<file path="config.mk">
export PLATFORM = sky130hd
export DESIGN_NAME = lzrd_ctrl
export DESIGN_NICKNAME = d
export VERILOG_FILES = /design/src/rtl/lzrd_pkg.sv /design/src/rtl/lzrd_ctrl.sv
export SDC_FILE = /design/constraint.sdc
export NUM_CORES = 1
export LEC_CHECK = 0
export BUFFER_PORTS_ARGS = -buffer_cell sky130_fd_sc_hd__buf_2
export CORE_AREA = 2 2 39 41
export CTS_CLUSTER_DIAMETER = 40
export DETAILED_ROUTE_END_ITERATION = 10
export DIE_AREA = 0 0 41 43
export PLACE_DENSITY = 0.37
export SETUP_SLACK_MARGIN = 0.02
export SYNTH_ARGS = -nofsm -noshare
export SYNTH_HDL_FRONTEND = slang
export SYNTH_SLANG_ARGS = --single-unit
</file>
<file path="constraint.sdc">
create_clock -name clk -period 1.3 [get_ports clk]
set_input_delay 0.065 -clock clk [delete_from_list [all_inputs] [get_ports clk]]
set_output_delay 0.065 -clock clk [all_outputs]
set_load 0.05 [all_outputs]
</file>
<file path="src/rtl/lzrd_pkg.sv">
`default_nettype none
package lzrd_pkg;

  localparam int RING_DEPTH = 4096;
  localparam int RING_AW    = $clog2(RING_DEPTH);
  localparam int START_GAP  = 18;

  localparam logic [RING_AW-1:0] START_POS = RING_AW'(RING_DEPTH - START_GAP);

  localparam logic [1:0] ST_BYTE  = 2'd0;
  localparam logic [1:0] ST_FINAL = 2'd1;
  localparam logic [1:0] ST_ERROR = 2'd2;

  localparam logic [1:0] PH_FLAG  = 2'd0;
  localparam logic [1:0] PH_ITEM  = 2'd1;
  localparam logic [1:0] PH_MATCH = 2'd2;

  typedef struct packed {
    logic [7:0] in_byte;
    logic       stream_start;
    logic       stream_end;
  } in_t;

  typedef struct packed {
    logic [7:0] out_byte;
    logic [1:0] status;
    logic       run_last;
  } out_t;

  typedef enum logic [1:0] {
    S_IDLE,
    S_COPY,
    S_ERR
  } state_t;

  typedef struct packed {
    logic accept;
    logic copy_emit;
    logic err_emit;
  } ctrl_cmd_t;

  typedef struct packed {
    logic slot_free;
    logic act_match;
    logic act_err_after;
    logic copy_last;
    logic copy_final;
    logic end_q;
  } dp_stat_t;

endpackage
`default_nettype wire

</file>
<file path="src/rtl/lzrd_ctrl.sv">
`default_nettype none
module lzrd_ctrl (
  input  wire logic              clk,
  input  wire logic              rst,
  input  wire logic              item_valid,
  output logic                   item_ready,
  input  wire lzrd_pkg::dp_stat_t stat,
  output lzrd_pkg::ctrl_cmd_t    cmd
);
  import lzrd_pkg::*;

  state_t state, state_next;

  always_ff @(posedge clk) begin
    if (rst) begin
      state <= S_IDLE;
    end else begin
      state <= state_next;
    end
  end

  always_comb begin
    state_next = state;
    item_ready = 1'b0;
    cmd        = '0;
    unique case (state)
      S_IDLE: begin
        item_ready = stat.slot_free;
        cmd.accept = item_valid && stat.slot_free;
        if (cmd.accept) begin
          if (stat.act_match) begin
            state_next = S_COPY;
          end else if (stat.act_err_after) begin
            state_next = S_ERR;
          end
        end
      end
      S_COPY: begin
        cmd.copy_emit = stat.slot_free;
        if (stat.slot_free && (stat.copy_final || stat.copy_last)) begin
          state_next = (!stat.copy_final && stat.end_q) ? S_ERR : S_IDLE;
        end
      end
      S_ERR: begin
        cmd.err_emit = stat.slot_free;
        if (stat.slot_free) begin
          state_next = S_IDLE;
        end
      end
      default: state_next = S_IDLE;
    endcase
  end

endmodule
`default_nettype wire

</file>
Word-level counts from Yosys, hierarchy flattened
Index checks and enable logic that the tools add are counted.
Storage, ports and cells
  output and inout bits: 4
  bits of input ports: 9
  flip-flop bits (word level): 2
Operators by class
  multiplexer cells: 11
  equality and inequality tests: 6
  reduce and logical (&&, ||, !) cells: 7
Operators with widths (count)
  $mux W2: 6
  $ne A2 B2 Y1 const B: 3
  $pmux W2 S3: 1
  $mux W1: 4
  $reduce_and A4 Y1: 1
  $logic_and A1 B1 Y1: 3
  $ne A3 B3 Y1 const B: 1
  $eq A2 B1 Y1 const B: 1
  $eq A2 B2 Y1 const B: 1
  $logic_not A2 Y1: 1
  $logic_not A1 Y1: 1
  $logic_or A1 B1 Y1: 1

Logic depth before layout (Yosys ltp)
Gate-level depths: netlist of run 1.
  depth after elaboration: 5
  gate-level depth with buffers: 3
  gate-level depth less buffers: 3

Worst setup path before layout of run 1
Ideal clock, no wire load.
  path type: flip-flop to flip-flop
  start point: register state[0]
  end point: register state[1]
  path buffers: 0
  slack: -44 ps
  clock period less this slack: 1344 ps
  data arrival time: 1257 ps
  library setup time: 86 ps
  required time: 1214 ps
  stages on the path, launching flop included: 4
  path through: dfxtp_1 -> and3b_1 -> nand4b_1 -> a221oi_2
Between the ends
  word-level cells in the longest chain between the ends: 3
  elaborated cells between the ends (all ways): 9
  those cells by class: 6 x eq/ne; 1 x mux; 2 x reduce/logical
Ends and longest elaborated chain
  start: declaration: RTL line lzrd_ctrl.sv:12  | state_t state, state_next;
  start signal: assignment: RTL line lzrd_ctrl.sv:18  | state <= state_next;
  $eq A2 B1 Y1, or another cell as far along: RTL line lzrd_ctrl.sv:26  | unique case (state)
  $ne A2 B2 Y1 (no source line) / $ne A3 B3 Y1 (equally long branches)
  $reduce_and A4 Y1 (no source line)
Parallel ways exist; a longest one is shown, timed or not.
A chain may end at the register's enable or synchronous reset.

==> impl_metrics.env, run 1 <==
export IMPL_final_core_util=0.186
export IMPL_whs_ns=0.0231
export IMPL_hold_class="in -> reg"
export IMPL_global_route_usage_met3=0.0471
export IMPL_power_density_nw_per_um2=1130
export IMPL_drt_pre_antenna_iters=2
export IMPL_die_width_um=41
export IMPL_rsz0062_at_grt="false"
export IMPL_sequential_cell_area_um2=40.0
export IMPL_routed_vias=182
export IMPL_antenna_cells=0
export IMPL_number_of_unique_standard_cell_types_used_by_synthesis=14
export IMPL_die_h_um=43
export IMPL_drt_iter0_drc=4
export IMPL_worstPathMaxFanout=6
export IMPL_htree_levels=1
export IMPL_slew_violations=0
export IMPL_power_share_combinational=0.284
export IMPL_tritoncts_num_buffers=3
export IMPL_report_final_hold_viol_count=0
export IMPL_report_final_setup_viol=0
export IMPL_ctsRootBufferMaster="clkbuf_4"
export IMPL_switching_share=0.315
export IMPL_max_slew_worst_pin_slew_ns=0.253
export IMPL_layout_area_overhead_vs_synth_pct=79.1
export IMPL_grt_met2_usage=0.0813
export IMPL_internal_power_mw=0.200
export IMPL_cts_max_path_buffers=2
export IMPL_cp_end_kind="primary output"
export IMPL_grtUsageMet1=0.0382
export IMPL_clk_transition_reported_paths_ns=0.03
export IMPL_global_route_peak_usage_layer="met2"
export IMPL_drt_antenna_violating_nets=0
export IMPL_ys_warnings_count=0
export IMPL_hold_path_endpoint="state[1]"
export IMPL_period_share=0.920
export IMPL_core_um2=1380
export IMPL_critical_path_startpoint="state[0]"
export IMPL_gp_congestion=0.596
export IMPL_layout_nets=42
export IMPL_clk_insertion_delay_late_ns=0.22
export IMPL_routed_via_density=3.87
export IMPL_finalCriticalPeriod_ns=1.20
export IMPL_regToRegStartpoint="state[0]"
export IMPL_drt_wl_total_um=394
export IMPL_hold_path_cell_count=2
export IMPL_timing_max_slew_rel_slack=0.832
export IMPL_num_io_pins=13
export IMPL_largest_register_ff_count=2
export IMPL_wire_length_of_the_first_global_routing_pass_um=586
export IMPL_core_rowCount=14
export IMPL_crit_type="reg -> out"
export IMPL_power_net_switching_mw=0.0919
export IMPL_synth_cells=16
export IMPL_leakagePower_nw=0.129
export IMPL_skew_final_ns=0.000698
export IMPL_remaining_overflow_grt=0
export IMPL_tritoncts_num_sinks=2
export IMPL_place_ws_ns=0.232
export IMPL_reg2regPathDepth=3
export IMPL_post_synth_instance_area_um2=144
export IMPL_setup_worst_path_start_class="flop"
export IMPL_floorplan_die_area_um2=1760
export IMPL_final_fill_count=163
export IMPL_grt_use_total=0.0561
export IMPL_avgRoutedWirePerCell_um=8.38
export IMPL_synth_area_per_cell_um2=8.99
export IMPL_detail_route_drc_violations=0
export IMPL_fmax_mhz=836
export IMPL_data_required_time_of_the_critical_path_ns=1.24
export IMPL_final_cell_mix="buf_2 (11), clkbuf_4 (4), and3b_2 (2), dfxtp_1 (2)"
export IMPL_r2r_slack_ns=0.19
export IMPL_run_status="completed"
export IMPL_antenna_violations_before_repair=0
export IMPL_number_of_global_route_vias_before_repair=177
export IMPL_post_cts_resize_count=1
export IMPL_grt_start_max_net_pins=9
export IMPL_register_with_the_most_flip_flops="state"
export IMPL_clockPowerShare=0.466
export IMPL_hp_start="rst"
export IMPL_multi_input_area_um2=113
export IMPL_post_cts_hold_buffer_count=0
export IMPL_cts_repair_timing_setup_buffer_count=0
export IMPL_synthesis_nets=25
export IMPL_arrival_ns=1.13
export IMPL_dp_hpwl_um=321
export IMPL_drv_cap=0
export IMPL_input_output_buffers=12
export IMPL_floorplan_initialDensity=0.104
export IMPL_layout_commonest_cell="buf_2"
export IMPL_peakVddDrop_v=0.000190
export IMPL_end_of_the_worst_register_to_register_path="state[1]"
export IMPL_reg_top3="state: 2 flops"
export IMPL_synth_yosys_seq_area_share=0.278
export IMPL_sequentialPowerShare=0.250
export IMPL_total_negative_setup_slack_ns=0
export IMPL_tritoncts="built"
export IMPL_layout_drive_gt1_share=0.677
export IMPL_post_route_worst_setup_slack_ns=0.104
export IMPL_synthesis_stage_register_bit_count=2
==> cell type report <==
| class | count | share of cell area |
|---|---|---|
| Timing Repair Buffer | 12 | 0.243 |
| Tap cell | 16 | 0.0777 |
| Multi-Input combinational cell | 14 | 0.437 |
| Clock buffer | 3 | 0.0874 |
| Sequential cell | 2 | 0.155 |
==> logic make-up after synthesis <==
kind of cell | synth area share
DFF | 0.278
and+or+nand+nor | 0.417
AOI/OAI and AO/OA | 0.304
==> worst max-delay path, cell delays in order, from the launching register on <==
cell and delay [ns]:
dfxtp_1 0.43, and3b_2 0.22, buf_2 0.26
==> metrics by stage <==
| stage | total power, mW | cells | area (µm²) |
|---|---|---|---|
| 2_1_floorplan | 0.124 | 16 | 145 |
| 6_report | 0.292 | 47 | 258 |
| 4_1_cts | 0.297 | 47 | 250 |
| 3_5_place_dp | 0.152 | 44 | 225 |
| 3_3_place_gp | 0.153 | 44 | 225 |
| 5_1_grt | 0.319 | 47 | 258 |
==> power by group through the flow <==
stage	Combinational, mW	Clock (mW)	Sequential, mW
floorplan	0.0538	0	0.0706
global placement	0.0812	0	0.0719
detailed placement	0.0800	0	0.0718
CTS	0.0809	0.144	0.0719
global route	0.0899	0.155	0.0743
finish	0.0830	0.136	0.0732
==> routing by layer <==
layer | share of wire | up-vias | wire length (µm)
li1 | - | 95 | -
met1 | 0.38 | 80 | 149
met2 | 0.49 | 7 | 193
met3 | 0.13 | 0 | 51
met4 | 0 | 0 | 0
met5 | 0 | - | 0
==> synth_stat cells, drive strengths merged <==
master / n / area share
nand4b: 1 / 0.061
o211ai: 1 / 0.052
a221oi: 1 / 0.10
and3: 1 / 0.052
o211a: 1 / 0.070
a31oi: 1 / 0.044
nand2: 1 / 0.026
and3b: 2 / 0.13
nor2: 2 / 0.052
nor4: 1 / 0.044
a21oi: 1 / 0.035
and2: 1 / 0.052
dfxtp: 2 / 0.28
==> worst max-delay path by stage <==
stage                          end  slack, ns  cells past startpoint
after detailed placement    cmd[2]       0.23                      3
after global placement      cmd[2]       0.22                      3
after CTS                   cmd[2]       0.06                      3
final                       cmd[1]       0.10                      2
after floorplan           state[1]       0.12                      3
after global routing        cmd[1]       0.04                      2
No activity file was read; power rests on OpenSTA's default activity.
==> run 2, diff against run 1 <==
- CELL_PAD_IN_SITES_DETAIL_PLACEMENT: not set -> 1
- CELL_PAD_IN_SITES_GLOBAL_PLACEMENT: not set -> 2
- PLACE_DENSITY: 0.37 -> 0.57
==> run 2 against run 1 <==
Combinational power increased by 2%. Wire length rose by 26%. Hold slack barely moved. Critical endpoint is now cmd[2]. Cell area is 0.97% lower. Total power fell by 0.14%. Worst setup slack worse by 0.020 ns. Clock-buffer cell count stayed put.
==> impl_metrics.env, run 2 (synthesis gave the netlist of run 1 again) <==
export IMPL_drt_iter0_drc=0
export IMPL_antenna_violations_before_repair=0
export IMPL_number_of_global_route_vias_before_repair=199
export IMPL_r2r_slack_ns=0.21
export IMPL_final_cell_mix="buf_2 (10), clkbuf_4 (5), and3b_2 (2), dfxtp_1 (2)"
export IMPL_core_um2=1380
export IMPL_final_core_util=0.184
export IMPL_grt_start_max_net_pins=9
export IMPL_total_negative_setup_slack_ns=0
export IMPL_hp_start="rst"
export IMPL_leakagePower_nw=0.128
export IMPL_die_width_um=41
export IMPL_avgRoutedWirePerCell_um=10.6
export IMPL_gp_congestion=0.677
export IMPL_internal_power_mw=0.200
export IMPL_critical_path_startpoint="state[0]"
export IMPL_register_with_the_most_flip_flops="state"
export IMPL_layout_commonest_cell="buf_2"
export IMPL_power_share_combinational=0.289
export IMPL_slew_violations=0
export IMPL_layout_area_overhead_vs_synth_pct=77.4
export IMPL_setup_worst_path_end="cmd[2]"
export IMPL_largest_register_ff_count=2
export IMPL_drt_antenna_violating_nets=0
export IMPL_grt_use_total=0.0701
export IMPL_power_density_nw_per_um2=1140
export IMPL_critPathSlowestCell="dfxtp_1"
export IMPL_max_slew_worst_pin_slew_ns=0.232
export IMPL_wire_length_of_the_first_global_routing_pass_um=765
export IMPL_remaining_overflow_grt=0
export IMPL_cp_slowest_stage_delay_ns=0.34
export IMPL_tritoncts_num_buffers=3
export IMPL_cts_max_path_buffers=2
export IMPL_crit_type="reg -> out"
export IMPL_skew_final_ns=0.00325
export IMPL_layout_nets=42
export IMPL_clk_insertion_delay_late_ns=0.22
export IMPL_num_io_pins=13
export IMPL_setup_worst_path_start_class="flop"
export IMPL_period_share=0.935
export IMPL_regToRegStartpoint="state[0]"
export IMPL_drv_cap=0
export IMPL_end_of_the_worst_register_to_register_path="state[1]"
export IMPL_die_h_um=43
export IMPL_tritoncts="built"
export IMPL_ctsRootBufferMaster="clkbuf_4"
export IMPL_cp_end_kind="primary output"
export IMPL_report_final_setup_viol=0
export IMPL_input_output_buffers=12
export IMPL_sequentialPowerShare=0.246
export IMPL_floorplan_die_area_um2=1760
export IMPL_clk_transition_reported_paths_ns=0.03
export IMPL_antenna_cells=0
export IMPL_reg2regPathDepth=3
export IMPL_fmax_mhz=823
export IMPL_routed_vias=191
export IMPL_finalCriticalPeriod_ns=1.22
export IMPL_run_status="completed"
export IMPL_cts_repair_timing_setup_buffer_count=0
export IMPL_worstPathMaxFanout=6
export IMPL_hold_class="in -> reg"
export IMPL_routed_via_density=4.06
export IMPL_layout_drive_gt1_share=0.677
export IMPL_reg_top3="state: 2 flops"
export IMPL_peakVddDrop_v=0.000282
export IMPL_rsz0062_at_grt="true"
export IMPL_tritoncts_num_sinks=2
export IMPL_timing_max_slew_rel_slack=0.844
export IMPL_detail_route_drc_violations=0
export IMPL_floorplan_initialDensity=0.104
export IMPL_core_rowCount=14
export IMPL_crit_path_cell_trace="nor2_2, and3_2, clkbuf_4"
export IMPL_report_final_hold_viol_count=0
export IMPL_htree_levels=1
export IMPL_switching_share=0.314
export IMPL_data_required_time_of_the_critical_path_ns=1.24
export IMPL_clockPowerShare=0.465
export IMPL_drt_pre_antenna_iters=1
export IMPL_power_net_switching_mw=0.0915
export IMPL_drt_wl_total_um=497
export IMPL_arrival_ns=1.15
==> run 2: worst min path at each step <==
stage                          end  slack [ns]  cells past startpoint
after floorplan           state[1]        0.13                      1
after global placement    state[1]        0.26                      2
after CTS                 state[1]        0.01                      2
final                     state[1]        0.02                      2
after detailed placement  state[1]        0.25                      2
after global routing      state[1]        0.02                      2
==> run 2: timing repair <==
item | in CTS | in global routing
endpoints found under the setup margin | 2 | 2
hold buffers | 0 | 0
gates resized for setup | 1 | 2
==> run 2: through the flow <==
stage               instance area [µm²]  total power, mW  hold slack [ns]  worst slack, ns  instances
floorplan                           145            0.124            0.131            0.116         16
global placement                    225            0.153            0.261            0.229         44
detailed placement                  225            0.154            0.250            0.201         44
CTS                                 250            0.300           0.0134           0.0322         47
global route                        255            0.312           0.0210           0.0161         47
finish                              255            0.292           0.0231           0.0846         47
==> run 2: layout make-up <==
cell class | count | area [µm²]
Clock buffer | 3 | 22.5
Fill cell | 169 | 1130
Multi-Input combinational cell | 14 | 108
Sequential cell | 2 | 40.0
Tap cell | 16 | 20.0
Timing Repair Buffer | 12 | 65.1
==> run 2: layer usage <==
layer  up-vias  wire length (µm)  track usage
li1         95                 -            -
met1        87               228       0.0796
met2         9               233       0.0844
met3         0                36       0.0314
met4         0                 0       0.0800
met5         -                 0            0
==> run 2: worst max-delay path: cells and delay by family, from the launching register on <==
| family | cells | cell delay, ns |
|---|---|---|
| simple gates | 2 | 0.37 |
| flops | 1 | 0.34 |
| buf+inv | 1 | 0.22 |
==> run 2: power by group through the flow <==
| stage | combinational [mW] | sequential (mW) | clock (mW) |
|---|---|---|---|
| 2_1_floorplan | 0.0538 | 0.0706 | 0 |
| 3_3_place_gp | 0.0812 | 0.0717 | 0 |
| 3_5_place_dp | 0.0821 | 0.0717 | 0 |
| 4_1_cts | 0.0831 | 0.0717 | 0.145 |
| 5_1_grt | 0.0920 | 0.0724 | 0.147 |
| 6_report | 0.0844 | 0.0717 | 0.136 |
==> run 3, diff against run 2 <==
- ABC_AREA: not set -> 1
- PLACE_DENSITY: 0.57 -> 0.68
- REMOVE_ABC_BUFFERS: not set -> 1
==> run 3 against run 2 <==
Combinational power grew 66%. Register-to-register slack gained 0.13 ns. Non-clock buffer count grew 1. Wire length grew 19%. Global-route usage grew 2.3 points. Flip-flop and latch count is the same. Clock skew shrank 0.0013 ns. First-iteration DRC count is the same. Utilization grew 3.1 points. Cell area grew 17%. Critical path type unchanged. Critical endpoint unchanged.
==> impl_metrics.env, run 3 <==
export IMPL_peakVddDrop_v=0.000197
export IMPL_input_output_buffers=12
export IMPL_area_of_all_placed_cells_without_fillers_um2=298
export IMPL_tritoncts_num_buffers=3
export IMPL_synth_top_area_share=0.216
export IMPL_num_io_pins=13
export IMPL_report_power_total_mw=0.362
export IMPL_core_rowCount=14
export IMPL_timing_max_slew_rel_slack=0.849
export IMPL_synth_enable_flop_cells=0
export IMPL_wire_length_of_the_first_global_routing_pass_um=959
export IMPL_critical_path_top_delay_family="buffers and inverters"
export IMPL_antenna_cells=0
export IMPL_tritoncts="built"
export IMPL_max_slew_worst_pin_slew_ns=0.224
export IMPL_drt_iter0_drc=0
export IMPL_rsz0062_at_grt="false"
export IMPL_cp_end_kind="primary output"
export IMPL_final_core_util=0.215
export IMPL_detailed_place_area_um2=265
export IMPL_antenna_violations_before_repair=0
export IMPL_synth_yosys_seq_area_share=0.216
export IMPL_skew_final_ns=0.00199
export IMPL_ys_warnings_count=0
export IMPL_period_share=0.888
export IMPL_ctsRootBufferMaster="clkbuf_4"
export IMPL_worstPathMaxFanout=4
export IMPL_grt_use_total=0.0933
export IMPL_dp_hpwl_um=441
export IMPL_synth_cells=30
export IMPL_htree_levels=1
export IMPL_final_cell_mix="buf_2 (12), nor2_1 (7)"
export IMPL_reg_top3="state: 2 flops"
export IMPL_cts_max_path_buffers=2
export IMPL_number_of_unique_standard_cell_types_used_by_synthesis=13
export IMPL_floorplan_initialDensity=0.134
export IMPL_floorplan_die_area_um2=1760
export IMPL_register_with_the_most_flip_flops="state"
export IMPL_grt_start_max_net_pins=6
export IMPL_detail_route_drc_violations=0
export IMPL_fmax_mhz=866
export IMPL_layout_nets=57
export IMPL_layout_drive_gt1_share=0.522
export IMPL_total_negative_setup_slack_ns=0
export IMPL_arrival_ns=1.09
export IMPL_remaining_overflow_grt=0
export IMPL_drt_wl_total_um=590
export IMPL_post_synth_instance_area_um2=185
export IMPL_finalCriticalPeriod_ns=1.15
export IMPL_drt_pre_antenna_iters=1
export IMPL_drv_cap=0
export IMPL_synth_main_ff_cell="dfxtp_1"
export IMPL_critPathSlowestCell="dfxtp_1"
export IMPL_clk_insertion_delay_late_ns=0.23
export IMPL_layout_commonest_cell="buf_2"
export IMPL_drt_antenna_violating_nets=0
export IMPL_non_filler_instance_count_after_layout=62
export IMPL_ys_top_cells_by_area="dfxtp_1 (22%), nand3_2 (16%), nor2_1 (14%)"
export IMPL_routed_via_density=3.95
export IMPL_synthesis_stage_register_bit_count=2
export IMPL_synth_area_per_cell_um2=6.17
export IMPL_report_final_hold_viol_count=0
export IMPL_placed_cells=58
export IMPL_synth_cells_most_frequent="nor2_1 (7), inv_1 (3), nand2_1 (3), nand2_2 (3), nand3_2 (3)"
export IMPL_die_width_um=41
export IMPL_die_h_um=43
export IMPL_critPathBufInv=2
export IMPL_cp_slowest_stage_delay_ns=0.34
export IMPL_cts_repair_timing_setup_buffer_count=0
export IMPL_leading_cell_type_by_number_of_instances_after_synthesis="nor2_1"
export IMPL_leakagePower_nw=0.164
export IMPL_core_um2=1380
export IMPL_power_density_nw_per_um2=1210
export IMPL_number_of_global_route_vias_before_repair=248
export IMPL_synthDominantAreaCellType="dfxtp_1"
export IMPL_gp_congestion=0.666
export IMPL_crit_path_cell_trace="inv_2, nand2_2, nor2_1, buf_2"
export IMPL_setup_worst_path_start_class="flop"
export IMPL_slew_violations=0
export IMPL_run_status="completed"
export IMPL_tritoncts_num_sinks=2
export IMPL_crit_type="reg -> out"
export IMPL_avgRoutedWirePerCell_um=9.52
export IMPL_routed_vias=245
export IMPL_report_final_setup_viol=0
export IMPL_largest_register_ff_count=2
export IMPL_clk_transition_reported_paths_ns=0.03
export IMPL_data_required_time_of_the_critical_path_ns=1.24
export IMPL_hold_class="in -> reg"
export IMPL_layout_area_overhead_vs_synth_pct=60.8
export IMPL_fraction_of_registers_with_async_set_reset=0
run 3: changes by cell type in the layout (fill, tap and decap cells not counted), moves of 3 or more:
cell / previous run / this run
nand2_2: 0 / 3
nand3_2: 0 / 3
nor2_1: 1 / 7
inv_1: 0 / 3
run 3: cell families after synthesis:
logic type      Yosys count  synth area share
flops                     2             0.216
simple gates             20             0.601
buf+inv                   5             0.101
compound gates            3            0.0811
run 3: path summary, 6_finish.rpt:
kind / startpoint / to / slack [ns] / depth (start not counted)
worst min-delay path: stat[4] / state[1] / 0.19 / 4
worst max-delay path: state[1] / cmd[2] / 0.15 / 4
worst max register to register: state[0] / state[1] / 0.34 / 7
worst min register to register: state[1] / state[1] / 0.64 / 4
run 3: area by class of cell:
type                       instances  area (µm²)
clock buffer                       3        22.5
fill                             187        1090
inverter                           5        18.8
multi-input combinational         23         126
sequential                         2        40.0
tap                               16        20.0
timing repair buffer              13        70.1
run 3: tightest hold or removal path, stage by stage:
cell	delay, ns
buf_2	0.09
o21ai_0	0.08
nor2_1	0.09
nor2_1	0.05
run 3: through the flow:
stage          setup WS, ns  hold WS (ns)
3_5_place_dp          0.362         0.242
3_3_place_gp          0.337         0.248
2_1_floorplan        -0.240         0.134
5_1_grt              0.0471         0.233
6_report              0.146         0.191
4_1_cts               0.132       0.00169
run 3: repair_timing:
| item | in CTS | in global routing |
|---|---|---|
| endpoints found under the hold margin | 0 | 1 |
| hold buffers | 0 | 1 |
| gates resized for setup | 0 | 0 |
run 3: routing by layer:
layer  vias to the layer above  wire length (µm)  track usage
met5                         -                 0            0
met4                         0                25        0.120
met3                         3                25       0.0471
met2                         8               322        0.119
met1                       106               216       0.0897
li1                        128                 -            -
run 3: where the power goes:
| group | leakage [nW] | switching (mW) | internal (mW) | total (mW) |
|---|---|---|---|---|
| clock network | 0.0138 | 0.0416 | 0.102 | 0.144 |
| registers | 0.0164 | 0.00848 | 0.0693 | 0.0778 |
| logic | 0.134 | 0.0963 | 0.0438 | 0.140 |
| total | 0.164 | 0.146 | 0.215 | 0.362 |
